$ cat src/sv/tty_line_discipline_unit_defines.svh
// Assertion macros for the tty line discipline unit.
// Included by the RTL files that carry concurrent checks; no other dependencies.
`ifndef TTY_LINE_DISCIPLINE_UNIT_DEFINES_SVH
`define TTY_LINE_DISCIPLINE_UNIT_DEFINES_SVH

`ifndef SYNTH
`define TLD_ASSERT_IMP(label, clk, rst_n, ante, cons) \
    label: assert property (@(posedge clk) disable iff (!rst_n) (ante) |-> (cons)) \
        else $error("tld check failed");
`define TLD_ASSERT_NXT(label, clk, rst_n, ante, cons) \
    label: assert property (@(posedge clk) disable iff (!rst_n) (ante) |=> (cons)) \
        else $error("tld check failed");
`else
`define TLD_ASSERT_IMP(label, clk, rst_n, ante, cons)
`define TLD_ASSERT_NXT(label, clk, rst_n, ante, cons)
`endif

`endif

$ cat src/sv/tld_pkg.sv
// Shared types and constants of the tty line discipline unit.
// No dependencies; used by the interfaces, controller, datapath and top level.
package tld_pkg;

    localparam int OP_W      = 2;
    localparam int BYTE_W    = 8;
    localparam int STATUS_W  = 3;
    localparam int ECHO_W    = 2;
    localparam int CFG_IDX_W = 3;
    localparam int CFG_W     = 48;
    localparam int N_IGNORED = 6;

    typedef logic [OP_W-1:0]      t_op;
    typedef logic [BYTE_W-1:0]    t_byte;
    typedef logic [STATUS_W-1:0]  t_status;
    typedef logic [ECHO_W-1:0]    t_echo;
    typedef logic [CFG_IDX_W-1:0] t_cfg_idx;
    typedef logic [CFG_W-1:0]     t_cfg_data;

    localparam t_op OP_KEY   = 2'd0;
    localparam t_op OP_PULL  = 2'd1;
    localparam t_op OP_FLUSH = 2'd2;

    localparam t_status ST_KEY_TAKEN   = 3'd0;
    localparam t_status ST_KEY_DROPPED = 3'd1;
    localparam t_status ST_BYTE_GIVEN  = 3'd2;
    localparam t_status ST_RETURN      = 3'd3;
    localparam t_status ST_EOF         = 3'd4;
    localparam t_status ST_WAIT        = 3'd5;
    localparam t_status ST_FLUSHED     = 3'd6;

    localparam t_echo ECHO_NONE  = 2'd0;
    localparam t_echo ECHO_PRINT = 2'd1;
    localparam t_echo ECHO_ERASE = 2'd2;

    localparam t_cfg_idx CFG_CANONICAL = 3'd0;
    localparam t_cfg_idx CFG_ECHO      = 3'd1;
    localparam t_cfg_idx CFG_EOF       = 3'd2;
    localparam t_cfg_idx CFG_EOL       = 3'd3;
    localparam t_cfg_idx CFG_ERASE     = 3'd4;
    localparam t_cfg_idx CFG_IGNORED   = 3'd5;
    localparam t_cfg_idx CFG_MIN       = 3'd6;

    localparam t_byte     RST_EOF_CODE   = 8'd4;
    localparam t_byte     RST_EOL_CODE   = 8'd0;
    localparam t_byte     RST_ERASE_CODE = 8'd8;
    localparam t_cfg_data RST_IGNORED    = 48'h1A13_111C_1503;
    localparam t_byte     RST_MIN_BYTES  = 8'd1;

    localparam t_byte NEWLINE_CODE = 8'd10;
    localparam t_byte EOF_COUNT_MAX = 8'd255;

    typedef struct packed {
        logic capture;
        logic execute;
    } t_dp_cmd;

    typedef struct packed {
        t_status status;
        t_byte   data_byte;
        logic    line_done;
        t_echo   echo_action;
        t_byte   echo_byte;
    } t_rsp;

endpackage

$ cat src/sv/tld_req_if.sv
// Request channel of the tty line discipline unit: valid, ready and one request.
// Depends on tld_pkg.
interface tld_req_if;
    logic           valid;
    logic           ready;
    tld_pkg::t_op   opcode;
    tld_pkg::t_byte key_byte;
    tld_pkg::t_byte bytes_so_far;

    modport source (output valid, output opcode, output key_byte, output bytes_so_far,
                    input ready);
    modport sink   (input valid, input opcode, input key_byte, input bytes_so_far,
                    output ready);
endinterface

$ cat src/sv/tld_rsp_if.sv
// Response channel of the tty line discipline unit: valid, ready and one result.
// Depends on tld_pkg.
interface tld_rsp_if;
    logic             valid;
    logic             ready;
    tld_pkg::t_status status;
    tld_pkg::t_byte   data_byte;
    logic             line_done;
    tld_pkg::t_echo   echo_action;
    tld_pkg::t_byte   echo_byte;

    modport source (output valid, output status, output data_byte, output line_done,
                    output echo_action, output echo_byte, input ready);
    modport sink   (input valid, input status, input data_byte, input line_done,
                    input echo_action, input echo_byte, output ready);
endinterface

$ cat src/sv/tld_ctrl.sv
// Controller of the tty line discipline unit: request capture, execute, result slot.
// Depends on tld_pkg and the assertion macro header.
`include "tty_line_discipline_unit_defines.svh"

module tld_ctrl (
    input  logic             i_clk,
    input  logic             i_rst_n,
    input  logic             i_req_valid,
    output logic             o_req_ready,
    output logic             o_rsp_valid,
    input  logic             i_rsp_ready,
    output tld_pkg::t_dp_cmd o_cmd
);
    import tld_pkg::*;

    localparam logic S_IDLE = 1'b0;
    localparam logic S_EXEC = 1'b1;

    logic r_state;
    logic n_state;
    logic r_out_valid;
    logic n_out_valid;
    logic slot_free;

    assign slot_free     = !r_out_valid || i_rsp_ready;
    assign o_req_ready   = (r_state == S_IDLE);
    assign o_cmd.capture = i_req_valid && (r_state == S_IDLE);
    assign o_cmd.execute = (r_state == S_EXEC) && slot_free;
    assign o_rsp_valid   = r_out_valid;

    always_comb begin
        n_state     = r_state;
        n_out_valid = r_out_valid && !i_rsp_ready;
        case (r_state)
            S_IDLE: begin
                if (i_req_valid) begin
                    n_state = S_EXEC;
                end
            end
            S_EXEC: begin
                if (slot_free) begin
                    n_state     = S_IDLE;
                    n_out_valid = 1'b1;
                end
            end
            default: begin
                n_state = S_IDLE;
            end
        endcase
    end

    always_ff @(posedge i_clk) begin
        if (!i_rst_n) begin
            r_state     <= S_IDLE;
            r_out_valid <= 1'b0;
        end else begin
            r_state     <= n_state;
            r_out_valid <= n_out_valid;
        end
    end

    `TLD_ASSERT_NXT(a_accept_goes_exec, i_clk, i_rst_n, i_req_valid && o_req_ready, r_state == S_EXEC)
    `TLD_ASSERT_NXT(a_execute_fills_slot, i_clk, i_rst_n, o_cmd.execute, r_out_valid && r_state == S_IDLE)
    `TLD_ASSERT_NXT(a_stall_holds_exec, i_clk, i_rst_n, r_state == S_EXEC && r_out_valid && !i_rsp_ready, r_state == S_EXEC)
    `TLD_ASSERT_IMP(a_no_accept_in_exec, i_clk, i_rst_n, r_state == S_EXEC, !o_req_ready && !o_cmd.capture)

endmodule

$ cat src/sv/tld_datapath.sv
// Datapath of the tty line discipline unit: configuration, pointers, byte store,
// request and result registers. Depends on tld_pkg.
module tld_datapath #(
    parameter int STORE_DEPTH = 256
) (
    input  logic                i_clk,
    input  logic                i_rst_n,
    input  tld_pkg::t_dp_cmd    i_cmd,
    input  logic                i_cfg_we,
    input  tld_pkg::t_cfg_idx   i_cfg_idx,
    input  tld_pkg::t_cfg_data  i_cfg_wdata,
    input  tld_pkg::t_op        i_opcode,
    input  tld_pkg::t_byte      i_key_byte,
    input  tld_pkg::t_byte      i_bytes_so_far,
    output tld_pkg::t_rsp       o_rsp
);
    import tld_pkg::*;

    localparam int AW = (STORE_DEPTH > 1) ? $clog2(STORE_DEPTH) : 1;
    localparam logic [AW-1:0] LAST = AW'(STORE_DEPTH - 1);

    logic            r_canonical;
    logic            r_echo_en;
    t_byte           r_eof_code;
    t_byte           r_eol_code;
    t_byte           r_erase_code;
    t_cfg_data       r_ignored;
    t_byte           r_min_bytes;

    logic [AW-1:0]   r_wr_ptr;
    logic [AW-1:0]   r_cm_ptr;
    logic [AW-1:0]   r_rd_ptr;
    t_byte           r_eofs;
    logic [AW-1:0]   n_wr_ptr;
    logic [AW-1:0]   n_cm_ptr;
    logic [AW-1:0]   n_rd_ptr;
    t_byte           n_eofs;

    t_op             r_op;
    t_byte           r_key;
    t_byte           r_sofar;

    t_byte           r_store [STORE_DEPTH];
    t_byte           r_rdata;
    logic            mem_we;

    t_rsp            r_rsp;
    t_rsp            n_rsp;

    logic [AW-1:0]   wr_next;
    logic [AW-1:0]   wr_prev;
    logic [AW-1:0]   rd_next;
    logic            full;
    logic            ignored_hit;
    logic            do_store;
    logic            do_commit;

    assign wr_next = (r_wr_ptr == LAST) ? '0 : r_wr_ptr + 1'b1;
    assign wr_prev = (r_wr_ptr == '0) ? LAST : r_wr_ptr - 1'b1;
    assign rd_next = (r_rd_ptr == LAST) ? '0 : r_rd_ptr + 1'b1;
    assign full    = (wr_next == r_rd_ptr);

    always_comb begin
        ignored_hit = 1'b0;
        for (int k = 0; k < N_IGNORED; k++) begin
            if (r_ignored[k*BYTE_W +: BYTE_W] == r_key) begin
                ignored_hit = 1'b1;
            end
        end
    end

    always_comb begin
        n_wr_ptr  = r_wr_ptr;
        n_cm_ptr  = r_cm_ptr;
        n_rd_ptr  = r_rd_ptr;
        n_eofs    = r_eofs;
        n_rsp     = '0;
        do_store  = 1'b0;
        do_commit = 1'b0;
        mem_we    = 1'b0;
        case (r_op)
            OP_KEY: begin
                n_rsp.status = ST_KEY_TAKEN;
                if (!r_canonical) begin
                    do_store  = 1'b1;
                    do_commit = 1'b1;
                end else if (r_key == r_eof_code) begin
                    if (r_cm_ptr != r_wr_ptr) begin
                        n_cm_ptr = r_wr_ptr;
                    end else if (r_eofs != EOF_COUNT_MAX) begin
                        n_eofs = r_eofs + 1'b1;
                    end
                end else if (r_key == r_eol_code) begin
                    n_rsp.status = ST_KEY_TAKEN;
                end else if (r_key == r_erase_code) begin
                    if (r_cm_ptr != r_wr_ptr) begin
                        n_wr_ptr = wr_prev;
                        if (r_echo_en) begin
                            n_rsp.echo_action = ECHO_ERASE;
                        end
                    end
                end else if (!ignored_hit) begin
                    do_store  = 1'b1;
                    do_commit = (r_key == NEWLINE_CODE);
                end
                if (do_store) begin
                    if (full) begin
                        n_rsp.status = ST_KEY_DROPPED;
                    end else begin
                        mem_we   = i_cmd.execute;
                        n_wr_ptr = wr_next;
                        if (do_commit) begin
                            n_cm_ptr = wr_next;
                        end
                        if (r_echo_en) begin
                            n_rsp.echo_action = ECHO_PRINT;
                            n_rsp.echo_byte   = r_key;
                        end
                    end
                end
            end
            OP_PULL: begin
                if (r_cm_ptr == r_rd_ptr && r_eofs == '0) begin
                    if (r_canonical) begin
                        n_rsp.status = (r_sofar != '0) ? ST_RETURN : ST_WAIT;
                    end else begin
                        n_rsp.status = (r_sofar >= r_min_bytes) ? ST_RETURN : ST_WAIT;
                    end
                end else if (r_eofs != '0) begin
                    if (r_sofar != '0) begin
                        n_rsp.status = ST_RETURN;
                    end else begin
                        n_eofs       = r_eofs - 1'b1;
                        n_rsp.status = ST_EOF;
                    end
                end else begin
                    n_rd_ptr        = rd_next;
                    n_rsp.status    = ST_BYTE_GIVEN;
                    n_rsp.data_byte = r_rdata;
                    n_rsp.line_done = r_canonical && (r_rdata == NEWLINE_CODE);
                end
            end
            OP_FLUSH: begin
                n_wr_ptr     = '0;
                n_cm_ptr     = '0;
                n_rd_ptr     = '0;
                n_eofs       = '0;
                n_rsp.status = ST_FLUSHED;
            end
            default: begin
                n_rsp.status = ST_WAIT;
            end
        endcase
    end

    always_ff @(posedge i_clk) begin
        if (!i_rst_n) begin
            r_canonical  <= 1'b1;
            r_echo_en    <= 1'b1;
            r_eof_code   <= RST_EOF_CODE;
            r_eol_code   <= RST_EOL_CODE;
            r_erase_code <= RST_ERASE_CODE;
            r_ignored    <= RST_IGNORED;
            r_min_bytes  <= RST_MIN_BYTES;
        end else if (i_cfg_we) begin
            case (i_cfg_idx)
                CFG_CANONICAL: r_canonical  <= i_cfg_wdata[0];
                CFG_ECHO:      r_echo_en    <= i_cfg_wdata[0];
                CFG_EOF:       r_eof_code   <= i_cfg_wdata[BYTE_W-1:0];
                CFG_EOL:       r_eol_code   <= i_cfg_wdata[BYTE_W-1:0];
                CFG_ERASE:     r_erase_code <= i_cfg_wdata[BYTE_W-1:0];
                CFG_IGNORED:   r_ignored    <= i_cfg_wdata;
                CFG_MIN:       r_min_bytes  <= i_cfg_wdata[BYTE_W-1:0];
                default: begin
                end
            endcase
        end
    end

    always_ff @(posedge i_clk) begin
        if (!i_rst_n) begin
            r_wr_ptr <= '0;
            r_cm_ptr <= '0;
            r_rd_ptr <= '0;
            r_eofs   <= '0;
        end else if (i_cmd.execute) begin
            r_wr_ptr <= n_wr_ptr;
            r_cm_ptr <= n_cm_ptr;
            r_rd_ptr <= n_rd_ptr;
            r_eofs   <= n_eofs;
        end
    end

    always_ff @(posedge i_clk) begin
        if (i_cmd.capture) begin
            r_op    <= i_opcode;
            r_key   <= i_key_byte;
            r_sofar <= i_bytes_so_far;
        end
        if (i_cmd.execute) begin
            r_rsp <= n_rsp;
        end
    end

    always_ff @(posedge i_clk) begin
        if (mem_we) begin
            r_store[r_wr_ptr] <= r_key;
        end
        r_rdata <= r_store[r_rd_ptr];
    end

    assign o_rsp = r_rsp;

endmodule

$ cat src/sv/tty_line_discipline_unit.sv
// Top level of the tty line discipline unit: controller plus datapath.
// Depends on tld_pkg, tld_req_if, tld_rsp_if, tld_ctrl and tld_datapath.
//
// A request is captured at its accepting edge while the byte store reads at the read
// pointer. In the execute state it works on the registered read data, updates the
// pointers and loads the result, which is valid from then on. Execution holds only
// while the previous result has not been taken. A finished result waits in the
// output register. The next request is accepted in the cycle after execution, so the
// unit takes no new request before it is through with the last one.
// Configuration writes take effect at the clock edge of the write enable and must
// be issued only when no request is in flight. STORE_DEPTH sets the circular store
// size; it holds at most STORE_DEPTH - 1 bytes, and store entries need no reset.
module tty_line_discipline_unit #(
    parameter int STORE_DEPTH = 256
) (
    input  logic               i_clk,
    input  logic               i_rst_n,
    tld_req_if.sink            i_req,
    tld_rsp_if.source          o_rsp,
    input  logic               i_cfg_we,
    input  tld_pkg::t_cfg_idx  i_cfg_idx,
    input  tld_pkg::t_cfg_data i_cfg_wdata
);
    import tld_pkg::*;

    t_dp_cmd cmd;
    t_rsp    rsp;
    logic    req_ready;
    logic    rsp_valid;

    tld_ctrl u_ctrl (
        .i_clk       (i_clk),
        .i_rst_n     (i_rst_n),
        .i_req_valid (i_req.valid),
        .o_req_ready (req_ready),
        .o_rsp_valid (rsp_valid),
        .i_rsp_ready (o_rsp.ready),
        .o_cmd       (cmd)
    );

    tld_datapath #(
        .STORE_DEPTH (STORE_DEPTH)
    ) u_datapath (
        .i_clk          (i_clk),
        .i_rst_n        (i_rst_n),
        .i_cmd          (cmd),
        .i_cfg_we       (i_cfg_we),
        .i_cfg_idx      (i_cfg_idx),
        .i_cfg_wdata    (i_cfg_wdata),
        .i_opcode       (i_req.opcode),
        .i_key_byte     (i_req.key_byte),
        .i_bytes_so_far (i_req.bytes_so_far),
        .o_rsp          (rsp)
    );

    assign i_req.ready       = req_ready;
    assign o_rsp.valid       = rsp_valid;
    assign o_rsp.status      = rsp.status;
    assign o_rsp.data_byte   = rsp.data_byte;
    assign o_rsp.line_done   = rsp.line_done;
    assign o_rsp.echo_action = rsp.echo_action;
    assign o_rsp.echo_byte   = rsp.echo_byte;

endmodule

$ cat src/flat_wrapper.sv
// flat-port wrapper written by rule: the top's interface ports become plain ports
module tty_line_discipline_unit_flat import tld_pkg::*;
#(
    parameter int STORE_DEPTH = 256
)
  (i_clk, i_rst_n, i_cfg_we, i_cfg_idx, i_cfg_wdata, i_req_valid, i_req_opcode, i_req_key_byte, i_req_bytes_so_far, i_req_ready, o_rsp_valid, o_rsp_status, o_rsp_data_byte, o_rsp_line_done, o_rsp_echo_action, o_rsp_echo_byte, o_rsp_ready);
  tld_req_if i_req_i ();
  tld_rsp_if o_rsp_i ();
  input  logic i_clk;
  input  logic i_rst_n;
  input  logic i_cfg_we;
  input  tld_pkg::t_cfg_idx i_cfg_idx;
  input  tld_pkg::t_cfg_data i_cfg_wdata;
  input wire logic [$bits(i_req_i.valid)-1:0] i_req_valid;
  input wire logic [$bits(i_req_i.opcode)-1:0] i_req_opcode;
  input wire logic [$bits(i_req_i.key_byte)-1:0] i_req_key_byte;
  input wire logic [$bits(i_req_i.bytes_so_far)-1:0] i_req_bytes_so_far;
  output wire logic [$bits(i_req_i.ready)-1:0] i_req_ready;
  output wire logic [$bits(o_rsp_i.valid)-1:0] o_rsp_valid;
  output wire logic [$bits(o_rsp_i.status)-1:0] o_rsp_status;
  output wire logic [$bits(o_rsp_i.data_byte)-1:0] o_rsp_data_byte;
  output wire logic [$bits(o_rsp_i.line_done)-1:0] o_rsp_line_done;
  output wire logic [$bits(o_rsp_i.echo_action)-1:0] o_rsp_echo_action;
  output wire logic [$bits(o_rsp_i.echo_byte)-1:0] o_rsp_echo_byte;
  input wire logic [$bits(o_rsp_i.ready)-1:0] o_rsp_ready;
  assign i_req_i.valid = i_req_valid;
  assign i_req_i.opcode = i_req_opcode;
  assign i_req_i.key_byte = i_req_key_byte;
  assign i_req_i.bytes_so_far = i_req_bytes_so_far;
  assign i_req_ready = i_req_i.ready;
  assign o_rsp_valid = o_rsp_i.valid;
  assign o_rsp_status = o_rsp_i.status;
  assign o_rsp_data_byte = o_rsp_i.data_byte;
  assign o_rsp_line_done = o_rsp_i.line_done;
  assign o_rsp_echo_action = o_rsp_i.echo_action;
  assign o_rsp_echo_byte = o_rsp_i.echo_byte;
  assign o_rsp_i.ready = o_rsp_ready;
  tty_line_discipline_unit #(.STORE_DEPTH(STORE_DEPTH)) u_core (.i_clk(i_clk), .i_rst_n(i_rst_n), .i_req(i_req_i), .o_rsp(o_rsp_i), .i_cfg_we(i_cfg_we), .i_cfg_idx(i_cfg_idx), .i_cfg_wdata(i_cfg_wdata));
endmodule
$ cat config.mk
export PLATFORM = sky130hd
export DESIGN_NAME = tty_line_discipline_unit_flat
export DESIGN_NICKNAME = d
export VERILOG_FILES = /design/src/sv/tld_pkg.sv /design/src/sv/tld_req_if.sv /design/src/sv/tld_rsp_if.sv /design/src/sv/tld_ctrl.sv /design/src/sv/tld_datapath.sv /design/src/sv/tty_line_discipline_unit.sv /design/src/flat_wrapper.sv
export VERILOG_INCLUDE_DIRS = /design/src /design/src/sv
export SDC_FILE = /design/constraint.sdc
export NUM_CORES = 2
export LEC_CHECK = 0
export BUFFER_PORTS_ARGS = -buffer_cell sky130_fd_sc_hd__buf_2
export CAP_MARGIN = 20
export CORE_MARGIN = 10
export CORE_UTILIZATION = 35
export DETAILED_ROUTE_END_ITERATION = 8
export PLACE_DENSITY_LB_ADDON = 0.2
export REMOVE_ABC_BUFFERS = 1
export SLEW_MARGIN = 10
export SYNTH_ARGS = -nofsm -noshare
export SYNTH_HDL_FRONTEND = slang
export SYNTH_SLANG_ARGS = --single-unit
$ cat constraint.sdc
create_clock -name i_clk -period 8.9 [get_ports i_clk]
set_input_delay 0.89 -clock i_clk [delete_from_list [all_inputs] [get_ports i_clk]]
set_output_delay 0.89 -clock i_clk [all_outputs]
set_load 0.005 [all_outputs]
==> run summary <==
status: completed
Static Leakage: 0.0296 µW
final WL: 230 mm
Root Buffer: clkbuf_16
Fmax: 172 MHz
Via Count: 42.4k
share of the synthesized area in the top cell type: 71.9%
Worst EP required: 9.37 ns
wire per inst: 29.1 µm
Worst Path Arrival: 6.29 ns
first-pass detailed-route iteration total: 5
final worst path period share: 65.3%
worst reg2reg startpoint: u_core.u_datapath.r_key[4]$_DFFE_PP_
FF-to-FF End: u_core.u_datapath.r_store[233][6]$_DFFE_PP_
gpl congestion: 0.790
GRT Util Overall: 16.8%
row cnt: 183
hold crit path type: in -> reg
Final Max Tran Viols: 0
via/cell ratio: 5.35
critical path capture point: u_core.u_datapath.r_store[233][6]$_DFFE_PP_
Tmin final: 5.82 ns
Critical Path Source Type: register
number of flops mapped to enable cells by yosys: 2088
Mapped Avg Cell Area: 20.6 µm²
Worst VDD drop: 0.000167 V
TritonCTS clock tree: done
DIE WIDTH: 519 µm
max-cap violations: 0
R2R depth: 9
die area: 270000 µm²
RSZ-0062 raised after global routing: false
largest net degree at the start of global routing: 157
layout net count: 4491
Levels on crit path: 9
Main synth FF type: edfxtp_1
Worst Tran Pin Value: 1.16 ns
Post-CTS Hold Fix Bufs: 0
initial antenna violation count: 10
Synth warnings: 0
detailed placer's ending HPWL: 140 mm
Port Buf Inserts: 97
total gr overflow: 0
Final Instance Area: 99000 µm²
crit-path max cell delay: 1.02 ns
clk buf depth: 3
setup total negative slack: 0 ns
clock slew at reported path FFs: 0.06 ns
worst-path maximum fanout: 83
fraction of layout cells with a size suffix above 1: 26.6%
Critical Path, Cell by Cell: buf_12 > xor2_1 > nor4_1 > nand2_1 > o2111ai_1 > o41a_1 > nor3_4 > nand4_1 > nor2_1
Worst Clk Skew: 0.0247 ns
final setup fails: 0
crit path from: u_core.u_datapath.r_key[4]$_DFFE_PP_
flops & latches, synth: 2212
io pins: 98
Worst Hold Depth: 1
Post-CTS Setup Bufs: 0
Crit-path slowest cell: nor2_1
Cell Area, Synth: 87200 µm²
PwrDens: 218 nW/µm²
number of global-route vias before repair: 43.1k
Detail Route Antenna Nets: 0
Starting Density: 35.1%
Placed Area: 91600 µm²
CP top delay family: simple AND/OR/NAND/NOR gates
Relative slew margins: 22.7%
clk_lat worst skew: 0.84 ns
first-pass GRT wire length: 333 mm
Post-synth top cells: edfxtp_1, mux4_2, nor2_1
CP Capture Type: register
clk sinks: 2212
Die Y: 519 µm
Gate Count Post-Synth: 4236
reg2reg setup slack: 3.08 ns
post-synthesis sequential area ratio: 74.7%
Core Region: 248000 µm²
fraction of registers with async set/reset: 0%
Final Hold Viols: 0
CTS-repair resized insts: 0
Synth cell types: 75
Num CTS Buffers: 219
violation count after the first detailed-route iteration: 4360
most frequent cell after synthesis: edfxtp_1
critical path type: reg -> reg
P&R area growth vs syn: 13.5%
Buf/Inv on CP: 1
DRC: 0
CTS HTree Levels: 4
most area-consuming cells after synthesis: edfxtp_1, mux4_2, dfxtp_1
Synth area leader: edfxtp_1
## through the flow
step | worst slack (ns) | instances | total power [µW] | utilization (%) | hold slack [ns]
finish | 3.08 | 7922 | 21500 | 39.9 | 0.227
global route | 2.79 | 7919 | 22200 | 39.9 | 0.172
CTS | 2.95 | 7917 | 21800 | 39.9 | 0.140
detailed placement | 2.98 | 7503 | 12300 | 36.9 | 0.448
global placement | 2.99 | 7501 | 12300 | 36.9 | 0.443
floorplan | -14.49 | 3989 | 12200 | - | 0.436
## cell usage in the layout, fill, tap and decap left out, types with 13 or more instances in the layout
| cell | n |
|---|---|
| mux4_2 | 664 |
| nand2_1 | 239 |
| xnor2_1 | 64 |
| nand3_1 | 49 |
| nor4_1 | 15 |
| inv_1 | 18 |
| o21ai_0 | 27 |
| nand4_1 | 28 |
| bufinv_16 | 31 |
| buf_2 | 97 |
| buf_4 | 76 |
| clkinv_1 | 55 |
| a21oi_1 | 92 |
| a22oi_1 | 13 |
| clkbuf_1 | 41 |
| ha_1 | 20 |
| nor2_1 | 310 |
| edfxtp_1 | 2088 |
| and2_1 | 23 |
| clkbuf_16 | 225 |
| xor2_1 | 34 |
| clkinv_2 | 39 |
| dfxtp_1 | 119 |
## power breakdown
part           total (µW)  internal [µW]  switching (µW)
combinational         608            192             416
clock                9470           5540            3930
sequential          11500          11400            34.2
total               21500          17200            4380
## worst reg2reg max path, cell delays in order (launching register included)
cell and delay [ns]:
edfxtp_1 0.98, buf_12 0.44, xor2_1 0.31, nor4_1 0.08, nand2_1 0.09, o2111ai_1 0.24
o41a_1 0.53, nor3_4 0.79, nand4_1 0.97, nor2_1 1.03
## area by class of cell
| cell class | count | area, µm² |
|---|---|---|
| multi-input combinational | 1752 | 20900 |
| antenna | 3 | 7.51 |
| fill | 22100 | 149000 |
| sequential | 2212 | 65200 |
| clock buffer | 269 | 5830 |
| tap | 3330 | 4170 |
| inverter | 25 | 104 |
| clock inverter | 145 | 1530 |
| timing repair buffer | 186 | 1290 |
## registers in the layout, summed over array words and instances, names as in the netlist
name	cells
u_core.u_datapath.r_op	2
u_core.u_datapath.o_rsp	22
u_core.u_ctrl.r_state	1
u_core.u_datapath.r_min_bytes	8
u_core.u_datapath.r_rdata	8
u_core.u_datapath.r_sofar	8
u_core.u_datapath.r_eof_code	8
u_core.u_datapath.r_wr_ptr	8
u_core.u_ctrl.o_rsp_valid	1
u_core.u_datapath.r_rd_ptr	8
u_core.u_datapath.r_key	8
u_core.u_datapath.r_erase_code	8
u_core.u_datapath.r_eofs	8
u_core.u_datapath.r_ignored	48
u_core.u_datapath.r_canonical	1
u_core.u_datapath.r_eol_code	8
u_core.u_datapath.r_echo_en	1
u_core.u_datapath.r_cm_ptr	8
u_core.u_datapath.r_store	2048
## cell families after synthesis
group / Yosys count / share of synthesized area, %
AO/OA/AOI/OAI: 199 / 1.45
XOR/XNOR: 99 / 1.01
adder cells (fa/ha/maj): 21 / 0.310
buffers and inverters: 272 / 1.37
flip-flops: 2212 / 74.7
multiplexers: 674 / 17.3
AND/OR/NAND/NOR: 759 / 3.85
## how the worst min path moves through the flow
stage | slack, ns | from | endpoint
6_report | 0.23 | i_req_bytes_so_far[7] | u_core.u_datapath.r_sofar[7]$_DFFE_PP_
5_1_grt | 0.17 | i_req_bytes_so_far[7] | u_core.u_datapath.r_sofar[7]$_DFFE_PP_
4_1_cts | 0.14 | i_req_bytes_so_far[7] | u_core.u_datapath.r_sofar[7]$_DFFE_PP_
3_5_place_dp | 0.45 | u_core.u_datapath.r_min_bytes[1]$_SDFFE_PN0P_ | u_core.u_datapath.r_min_bytes[1]$_SDFFE_PN0P_
3_3_place_gp | 0.44 | u_core.u_datapath.r_min_bytes[4]$_SDFFE_PN0P_ | u_core.u_datapath.r_min_bytes[4]$_SDFFE_PN0P_
2_1_floorplan | 0.44 | u_core.u_datapath.r_min_bytes[1]$_SDFFE_PN0P_ | u_core.u_datapath.r_min_bytes[1]$_SDFFE_PN0P_
## routing by layer
metal / share of wire [%] / vias to the layer above / routed length (µm) / GRT usage (%)
li1: - / 17700 / - / -
met5: 0.014 / - / 32 / 0
met3: 5.6 / 256 / 12900 / 2.60
met2: 47 / 1395 / 109000 / 26.5
met4: 1.9 / 4 / 4460 / 3.83
met1: 45 / 23000 / 104000 / 24.5
Note: power is estimated with default switching activity, not from simulation.
